[config.mk]
export PLATFORM = sky130hd
export DESIGN_NAME = grwi_apb_regs
export DESIGN_NICKNAME = d
export VERILOG_FILES = /design/src/grid_ray_wall_intersect_unit_macros.svh /design/src/grwi_pkg.sv /design/src/grwi_apb_regs.sv
export SDC_FILE = /design/constraint.sdc
export NUM_CORES = 1
export LEC_CHECK = 0
export BUFFER_PORTS_ARGS = -buffer_cell sky130_fd_sc_hd__buf_2
export CORE_MARGIN = 2
export CORE_UTILIZATION = 30
export CTS_BUF_LIST = sky130_fd_sc_hd__clkbuf_8
export DETAILED_ROUTE_END_ITERATION = 12
export GPL_ROUTABILITY_DRIVEN = 0
export GPL_TIMING_DRIVEN = 1
export SKIP_CTS_REPAIR_TIMING = 1
export SYNTH_ARGS = -nofsm -noshare
export SYNTH_HDL_FRONTEND = slang
export SYNTH_SLANG_ARGS = --single-unit
[constraint.sdc]
create_clock -name clk_i -period 2.6 [get_ports clk_i]
set_clock_uncertainty 0.05 [all_clocks]
set_input_delay 0.13 -clock clk_i [delete_from_list [all_inputs] [get_ports clk_i]]
set_output_delay 0.13 -clock clk_i [all_outputs]
set_load 0.02 [all_outputs]
[src/grid_ray_wall_intersect_unit_macros.svh]
// Assertion macros used by the top-level RTL file, the only one that carries assertions.
`ifndef GRID_RAY_WALL_INTERSECT_UNIT_MACROS_SVH
`define GRID_RAY_WALL_INTERSECT_UNIT_MACROS_SVH
`ifndef ASSERT_OFF
`define GRWI_ASSERT(name, prop, msg) \
  name: assert property (@(posedge clk_i) disable iff (!rst_ni) prop) else $error(msg);
`define GRWI_ASSERT_ALWAYS(name, prop, msg) \
  name: assert property (@(posedge clk_i) prop) else $error(msg);
`else
`define GRWI_ASSERT(name, prop, msg)
`define GRWI_ASSERT_ALWAYS(name, prop, msg)
`endif
`endif

[src/grwi_pkg.sv]
package grwi_pkg;

  localparam int MAP_DIM_DEF    = 8;
  localparam int MAX_STEPS_DEF  = 8;
  localparam int CELL_SHIFT_DEF = 6;
  localparam int ANGLE_BITS_DEF = 12;

  localparam int FRAC_BITS    = 8;
  localparam int POS_W        = 17;
  localparam int OUT_W        = 24;
  localparam int TRIG_W       = 32;
  localparam int COORD_W      = 24;
  localparam int ACC_W        = 64;
  localparam int APB_AW       = 5;
  localparam int APB_DW       = 64;
  localparam int WALLS_W      = 64;
  localparam int DIM_W        = 4;
  localparam int TAYLOR_TERMS = 10;

  localparam logic [1:0] REG_WALLS  = 2'd0;
  localparam logic [1:0] REG_WIDTH  = 2'd1;
  localparam logic [1:0] REG_HEIGHT = 2'd2;

  localparam logic signed [ACC_W-1:0] OUT_MAX = 64'sd8388607;
  localparam logic signed [ACC_W-1:0] OUT_MIN = -64'sd8388608;

  typedef struct packed {
    logic load;
    logic step;
  } march_cmd_t;

  typedef struct packed {
    logic                    wall;
    logic signed [OUT_W-1:0] x;
    logic signed [OUT_W-1:0] y;
  } march_stat_t;

  function automatic logic signed [OUT_W-1:0] sat_out(logic signed [ACC_W-1:0] v);
    if (v > OUT_MAX) return OUT_W'(OUT_MAX);
    if (v < OUT_MIN) return OUT_W'(OUT_MIN);
    return OUT_W'(v);
  endfunction

  // Shift-subtract division, used only while building constant tables.
  function automatic logic [63:0] udiv64(logic [63:0] n, logic [63:0] d);
    logic [64:0] rem;
    logic [63:0] q;
    rem = '0;
    q   = '0;
    for (int i = 63; i >= 0; i--) begin
      rem = {rem[63:0], n[i]};
      if (rem >= {1'b0, d}) begin
        rem  = rem - {1'b0, d};
        q[i] = 1'b1;
      end
    end
    return q;
  endfunction

  // Table entry for a first-quadrant angle: tan in the upper half, cot below.
  function automatic logic [2*TRIG_W-1:0] trig_entry(int unsigned r, int unsigned abits);
    logic [63:0] x, x2, ts, tc, s, c, tn, ct;
    logic signed [63:0] sv, cv;
    if (r == 0) return '0;
    x  = (64'(r) * 64'd6746518852) >> abits;
    x2 = (x * x) >> 30;
    ts = x;
    tc = 64'd1 << 30;
    sv = $signed(x);
    cv = $signed(tc);
    for (int n = 1; n < TAYLOR_TERMS; n++) begin
      ts = udiv64((ts * x2) >> 30, 64'((2 * n) * (2 * n + 1)));
      tc = udiv64((tc * x2) >> 30, 64'((2 * n - 1) * (2 * n)));
      if ((n & 1) != 0) begin
        sv = sv - $signed(ts);
        cv = cv - $signed(tc);
      end else begin
        sv = sv + $signed(ts);
        cv = cv + $signed(tc);
      end
    end
    s  = (sv < 64'sd1) ? 64'd1 : $unsigned(sv);
    c  = (cv < 64'sd1) ? 64'd1 : $unsigned(cv);
    tn = udiv64(s << 16, c);
    ct = udiv64(c << 16, s);
    return {tn[TRIG_W-1:0], ct[TRIG_W-1:0]};
  endfunction

endpackage

[src/grwi_apb_regs.sv]
module grwi_apb_regs import grwi_pkg::*; (
  input  logic               clk_i,
  input  logic               rst_ni,
  input  logic               psel,
  input  logic               penable,
  input  logic               pwrite,
  input  logic [APB_AW-1:0]  paddr,
  input  logic [APB_DW-1:0]  pwdata,
  output logic [APB_DW-1:0]  prdata,
  output logic               pready,
  output logic [WALLS_W-1:0] walls_o,
  output logic [DIM_W-1:0]   width_o,
  output logic [DIM_W-1:0]   height_o
);

  logic [WALLS_W-1:0] walls_q;
  logic [DIM_W-1:0]   width_q;
  logic [DIM_W-1:0]   height_q;
  logic [1:0]         idx;
  logic               wr;

  assign idx    = paddr[APB_AW-1:3];
  assign wr     = psel && penable && pwrite;
  assign pready = 1'b1;

  always_ff @(posedge clk_i or negedge rst_ni) begin
    if (!rst_ni) begin
      walls_q  <= '0;
      width_q  <= DIM_W'(8);
      height_q <= DIM_W'(8);
    end else if (wr) begin
      case (idx)
        REG_WALLS:  walls_q  <= pwdata[WALLS_W-1:0];
        REG_WIDTH:  width_q  <= pwdata[DIM_W-1:0];
        REG_HEIGHT: height_q <= pwdata[DIM_W-1:0];
        default: ;
      endcase
    end
  end

  always_comb begin
    case (idx)
      REG_WALLS:  prdata = APB_DW'(walls_q);
      REG_WIDTH:  prdata = APB_DW'(width_q);
      REG_HEIGHT: prdata = APB_DW'(height_q);
      default:    prdata = '0;
    endcase
  end

  assign walls_o  = walls_q;
  assign width_o  = width_q;
  assign height_o = height_q;

endmodule

==> results.md, run 1 <==
- The run finished with clean final reports.
- The final critical path time including I/O delays and setup is 1.72 ns.
- The number of flops mapped to enable cells by yosys is 0.
- The cell that appears most often on the critical path is buf_2.
- Of all nets on the critical path, the largest fanout is 32.
- Counting every net in the synthesized netlist gives 312.
- After routing, the total negative slack on setup checks comes to 0 ns.
- The family with the most delay on the worst path is buffers and inverters.
- The most common cell in the synthesized netlist is dfrtp_1.
- The type of element launching the critical path is an input pin.
- The clock tree from TritonCTS is yes.
- The number of filler cells placed in the layout is 931.
- The area of the mapped netlist is 0.00322 mm².
- The transition at the pin with the smallest max-transition slack is 0.926 ns.
- Registers take 0.00180 mm².
- Summed over all cells, the static leakage comes to 0.00272 µW.
- Setup violations remaining at the end of the flow were counted as 0.
- In the final routed layout, each cell accounts on average for 13.5 µm.
- STA classifies the critical path endpoint as an output pin.
- Clock-pin slew was measured on the worst setup and hold paths at 0.07 ns.
- The biggest cell delay along the critical path is 0.46 ns.
- The Yosys step of the flow raised 0 warnings.
- The first global-routing pass estimated 12,200 µm of wire.
- A synthesized cell averages 13.5 µm².
- For the worst setup path, the data required time is 2.42 ns.
- In the synthesized netlist, the cells that appear most often are dfrtp_1 (70), mux2_2 (67), and2_1 (60).
- The worst register-to-register path ends at walls_o[1]$_DFFE_PN0P_.
- The top achievable clock speed is 0.582 GHz.
- After the first detailed-routing iteration, the DRC count stood at 103.
- The clock network is responsible for 27.7% of the overall power.
- The total clock buffers created by CTS is 9.
- Power spread over the standard cell area amounts to 756 mW/mm².
- The main combinational cell family by area after synthesis is multiplexers.
- The proportion of total power due to net switching is 33.4%.
- The buffers plus inverters on the worst setup path is 3.
- In the routed layout, each cell is associated on average with a via count of 4.33.
- The power share of the combinational group is 32.9%.
- The reported max-cap violation count is 0.
- The maximum clock insertion buffer count is 2.
- The worst register-to-register path begins at walls_o[1]$_DFFE_PN0P_.
- The area growth from synthesis to final layout is 62.8%.
- By area the synthesized netlist is led by dfrtp_1 (54%), mux2_2 (23%), and2_1 (12%).
- The top cell type by area accounts for 54.3% of the synthesized area.
- The count of final hold-check violations is 0.
- The synthesized-area fraction occupied by xor and xnor cells is 0%.
- The maximum number of pins on one net before global-route repair is 73.
- The sink count of the clock tree is 72.
- In the final layout, the share of cells above drive strength 1 is 57.7%.
- Summing over every cut layer, the via total after detailed routing is 2,803.
- The y dimension of the die is 108 µm.
- The pre-antenna-repair detailed-routing pass consisted of 6 iterations.
- The biggest area consumer among synthesized cells is dfrtp_1.
- The net switching power figure is 1330 µW.
- Port buffering added 206 buffers.
- The final-stage net count is 580.
- The critical path starts at paddr[3].
- The largest vdd supply drop is 300 µV.
- Detailed placement ended at an HPWL of 5690 µm.
- The root buffer cell chosen for the clock tree is clkbuf_8.
- The antenna cell count is 0.
- In this run the worst setup path terminates at prdata[39].
- After layout, the design draws a total of 3970 µW.
- The overall track demand over capacity in global routing is 13.4%.
- For this design, the slowest cell found on the critical path is nor2_4.
- The multiplexer share of the synthesized area is 26.4%.
- The later pin in the worst-skew pair is clocked with a latency of 0.33 ns.
- The simple-gate share of the synthesized area is 13.5%.
- The logic depth of the worst register-to-register path is 1.
- The number of antenna violations at the first check in global routing was 0.
- The multi-input combinational cells in the finished layout cover a total of 0.00132 mm².
- The area inside the core boundary is 0.0104 mm².
- The compound-gate portion of the synthesized area is 0.621%.
- In this run the tightest slew margin relative to its limit is 38.3%.
- Across all register-to-register paths, the minimum setup slack is 1.76 ns.
- The internal power is 2640 µW.
- The initial cell density of the core is 31.1%.
- Measured on the finished design, the core utilization comes to 50.6%.
- The die is 108 µm wide.
- The arrival time of data at the critical path endpoint is 1.54 ns.
- The worst setup path is of the in2out kind.
- For this run, asynchronously set or reset flops after synthesis account for 100%.
- In this run the count of I/O pins placed on the die edge is 211.
- Counting flops and latches in the post-synthesis netlist gives 72.
- The die covers 0.0116 mm².
- In this run the number of cells on the critical path is 5.
- In this run the remaining antenna-violating nets after routing total 0.
- The adder and majority gate portion of the synthesized area is 0%.
- For this block, the routed nets add up to 8700 µm of wire.
- Traced cell by cell, the critical path runs through buf_2, nor2_4, buf_4, and2_1, buf_2.
- In the routed design, unresolved DRC markers number 0.
- The sequential cell area fraction in the yosys report is 56.0%.
- The number of global-route vias before repair was 2,519.
- The total number of H-tree levels is 3.
- The max-slew violation count was 0.
- In this run the core area contains 37 standard-cell rows.
- In the finished design, the share of the clock period the worst path needs comes to 66.1%.
- The synthesized instance count is 238.
- The number of different library cells in the post-synthesis netlist is 18.
- The global route total overflow is 0.
- The worst hold path belongs to the class in2reg.
- Setup repair after global routing left no endpoint under its margin.
- The fraction of power consumed by sequential logic is 39.5%.
- The most used flip-flop cell after synthesis is dfrtp_1.
## sequential cells by signal, indices dropped and copies added (netlist names)
name and flops:
walls_o 64, height_o 4, width_o 4
## worst min-delay path by stage
| stage | start | to | slack (ns) | cells past startpoint |
|---|---|---|---|---|
| after floorplan | rst_ni | height_o[0]$_DFFE_PN0P_ | -0.22 | 0 |
| after global placement | rst_ni | walls_o[48]$_DFFE_PN0P_ | 0.27 | 1 |
| after detailed placement | rst_ni | walls_o[49]$_DFFE_PN0P_ | 0.28 | 1 |
| after CTS | rst_ni | walls_o[49]$_DFFE_PN0P_ | -0.10 | 1 |
| after global routing | pwdata[3] | walls_o[3]$_DFFE_PN0P_ | 0.007 | 2 |
| final | pwdata[3] | walls_o[3]$_DFFE_PN0P_ | 0.008 | 2 |
## layer usage
layer | GRT usage (%) | vias up | share of wire (%)
li1 | - | 1338 | -
met1 | 16.3 | 1341 | 40
met2 | 22.7 | 115 | 53
met3 | 3.45 | 9 | 5.8
met4 | 4.95 | 0 | 1.1
met5 | 0 | - | 0
## placed cells by master, fill, tap and decap left out, drive strengths merged
master,instances
nand2,4
bufinv,3
buf,208
dlygate4sd3,64
dfstp,2
nor2,1
nand3,1
nor2b,1
clkbuf,11
dfrtp,70
o21ai,4
conb,1
nor3b,2
nor3,1
mux2i,4
clkinvlp,1
mux2,72
and2,60
clkinv,1
## logic make-up after synthesis
kind of cell | after synthesis
flops | 72
other cells | 1
buf+inv | 15
simple gates | 70
mux | 76
compound gates | 4
## power by group through the flow
stage	clock (µW)	combinational [µW]	sequential, µW
5_1_grt	1190	1400	1610
4_1_cts	1140	1240	1570
2_1_floorplan	0	433	1890
3_5_place_dp	0	1240	1590
3_3_place_gp	0	1220	1580
6_report	1100	1300	1570
## area by class of cell
type / instances / area share [%]
multi-input combinational: 151 / 25.1
timing repair buffer: 272 / 32.4
tap: 136 / 3.24
clock inverter: 5 / 1.95
clock buffer: 11 / 2.88
sequential: 72 / 34.4
## metrics by stage
step / cells / hold WS (ns) / setup WS [ns] / instance area [µm²]
5_1_grt: 647 / 0.00684 / 0.753 / 5250
4_1_cts: 583 / -0.102 / 0.848 / 4610
2_1_floorplan: 238 / -0.216 / 1.18 / 3220
6_report: 647 / 0.00758 / 0.881 / 5250
3_3_place_gp: 567 / 0.272 / 0.945 / 4350
3_5_place_dp: 567 / 0.275 / 0.851 / 4350
No activity file was read; power rests on OpenSTA's default activity.
==> run 2, diff against run 1 <==
==> constraint.sdc (replaced) <==
create_clock -name clk_i -period 1.5 [get_ports clk_i]
set_clock_uncertainty 0.05 [all_clocks]
set_input_delay 0.075 -clock clk_i [delete_from_list [all_inputs] [get_ports clk_i]]
set_output_delay 0.075 -clock clk_i [all_outputs]
set_load 0.02 [all_outputs]
==> run 2 against run 1 <==
  * First-iteration DRC count is 6.8% lower
  * Critical path type is now reg2out
  * Power is 65% higher
  * Wire length is 1.0% lower
  * Final cell count is 1.5% higher
  * Non-clock buffer count is 10 higher
  * Cell area is 1.4% higher
  * Hold slack better by 0.14 ns
  * Via count is 1.0% higher
  * Clock power is 41% higher
==> results.md, run 2 (synthesis results as in run 1) <==
- The number of global-route vias before repair is 2,585.
- 0 antenna diodes ended up in the layout.
- The initial cell density of the core is 31.1%.
- STA puts the critical path data arrival time at 1.25 ns.
- Setup repair after global routing left no endpoint under its margin.
- Across the run, the number of max-cap violations was 0.
- The power share of the combinational group is 34.9%.
- The starting DRC count in detailed routing is 96.
- VDD sags by at most 557 µV.
- The x dimension of the die is 108 µm.
- Prior to clock tree synthesis, the placed netlist has a worst setup slack of 0.0480 ns.
- The buffer type at the clock tree root is clkbuf_8.
- The final-stage net count is 590.
- After legalization and detailed placement, the total HPWL measured 6000 µm.
- The proportion of total power due to net switching is 35.1%.
- The length of the first detailed-routing pass in iterations is 4.
- In the layout the commonest cells are buf_2 (205), dfrtp_1 (70), mux2_2 (67), dlygate4sd3_1 (65), and2_1 (60).
- The area growth from synthesis to final layout is 65.1%.
- The buffers plus inverters on the worst setup path is 1.
- The maximum number of pins on one net before global-route repair is 34.
- Leaving out fill and tap cells, the most frequent cell in the layout is buf_2.
- The biggest cell delay along the critical path is 0.54 ns.
- The floorplan step defined a die boundary enclosing 0.0116 mm².
- The setup path with the least slack is of type reg2out.
- Summed over all nets, the switching power comes to 2300 µW.
- The total negative slack for setup checks is 0 ns.
- After layout, the worst setup slack is 0.122 ns.
- The number of remaining DRC errors is 0.
- The portion of total power attributed to the clock network is 23.7%.
- The final core utilization is 51.3%.
- The critical-path maximum fanout is 3.
- The total power per unit cell area is 1230 mW/mm².
- The count of final hold-check violations was 0.
- The share of cells above drive strength 1 is 58.0%.
- The detailed router put a total of 3390 µm of wire on met1.
- The register with the most flip-flops in the layout has 64 of them.
- The post-detailed-routing wire length is 8620 µm.
- Buffers placed on the I/O ports in this run total 206.
- The clock tree from TritonCTS is yes.
- Buffers inserted during clock tree synthesis total 9.
- The total of endpoints with negative setup slack in the final report is 0.
- The leakage component of the power is 0.00277 µW.
- In this run the deepest clock path goes through 2 buffers.
- The total area inside the core boundary comes to 0.0104 mm².
- STA classifies the critical path endpoint as an output pin.
- The top achievable clock speed is 0.726 GHz.
- The clock reaches the later pin of the worst-skew pair after 0.34 ns.
- The slowest stage of the critical path is the dfstp_2 cell.
- Dividing the detail-routed via count by the number of cells gives 4.31.
- The max-slew violation count is 0.
- The family with the most delay on the worst path is flip-flops.
- Summing all placed instances gives a cell area of 0.00447 mm².
- The signal on the critical path passes through mux2i_1, o21ai_0, buf_2.
- The number of antenna violations at the first check in global routing is 0.
- The number of nets with antenna violations after routing is 0.
- The data required time of the critical path is 1.37 ns.
- The flow ran to the end, and the final reports show no timing, DRC or antenna violations.
- The internal power of the cells totals 4250 µW.
- The y dimension of the die is 108 µm.
- The final route contains 2,832 vias.
- The top routing layer in use is met4.
- The number of top-level pins is 211.
- The routed wirelength normalized by instance count is 13.1 µm.
- Global routing used 13.5% of the available tracks.
- Row generation in the floorplan step produced 37 rows.
- The final critical-path share of the clock period is 91.8%.
- In this run the worst hold path is classified as in2async.
- The final critical path time including I/O delays and setup is 1.38 ns.
- The final non-filler cell area is 0.00532 mm².
- The CTS clock-pin slew for the worst setup and hold paths is 0.07 ns.
- The met2 wire length is 4580 µm.
- The first-pass GRT wire length is 12,200 µm.
- The total met3 wirelength after detailed routing is 515 µm.
- The type of element launching the critical path is a flip-flop.
- The clock drives 72 sinks.
- CTS built an H-tree with a depth of 3.
- Sequential cells account for 41.4% of the total power.
- Global routing finished with a remaining overflow of 0.
## run 2: changes by cell type in the layout (fill, tap and decap cells not counted)
cell	delta
dlygate4sd3_1	+1
buf_4	+5
buf_12	+4
bufinv_16	-2
clkinvlp_4	-1
clkinv_2	+1
inv_1	+2
## run 2: per-stage QoR
stage	total power (µW)	hold slack [ns]	std cells
after floorplan	4030	-0.271	238
after global placement	4880	-0.0186	576
final	6550	0.150	657
after CTS	6490	-0.401	592
after detailed placement	4920	-0.0131	576
after global routing	6910	0.183	657
## run 2: final timing paths
| path | from | endpoint | slack, ns | cells past startpoint |
|---|---|---|---|---|
| setup / recovery | width_o[3]$_DFFE_PN1P_ | prdata[3] | 0.12 | 3 |
| hold / removal | rst_ni | walls_o[61]$_DFFE_PN0P_ | 0.15 | 2 |
| setup reg to reg | walls_o[30]$_DFFE_PN0P_ | walls_o[30]$_DFFE_PN0P_ | 0.65 | 1 |
| hold reg to reg | walls_o[3]$_DFFE_PN0P_ | walls_o[3]$_DFFE_PN0P_ | 0.46 | 1 |
| max in group asynchronous | rst_ni | walls_o[8]$_DFFE_PN0P_ | 0.73 | 3 |
| min in group clk_i | paddr[4] | width_o[0]$_DFFE_PN0P_ | 0.28 | 4 |
## run 2: routing by layer
layer | global-route usage (%) | up-vias
li1 | - | 1354
met1 | 15.2 | 1354
met2 | 23.6 | 114
met3 | 3.39 | 10
met4 | 6.59 | 0
met5 | 0 | -
## run 2: cell type report
| class | count | area, µm² |
|---|---|---|
| fillers | 900 | 5050 |
| repair buffers | 282 | 1830 |
| flip-flops and latches | 72 | 1800 |
| multi-input cells | 151 | 1320 |
| well taps | 136 | 170 |
| clock buffers | 11 | 151 |
| clock inverters | 5 | 47.5 |
## run 2: power groups by stage
| stage | clock network (µW) | registers [µW] | logic (µW) |
|---|---|---|---|
| floorplan | 0 | 3280 | 751 |
| global placement | 0 | 2730 | 2150 |
| detailed placement | 0 | 2750 | 2170 |
| CTS | 1610 | 2720 | 2170 |
| global route | 1680 | 2790 | 2440 |
| finish | 1550 | 2710 | 2280 |
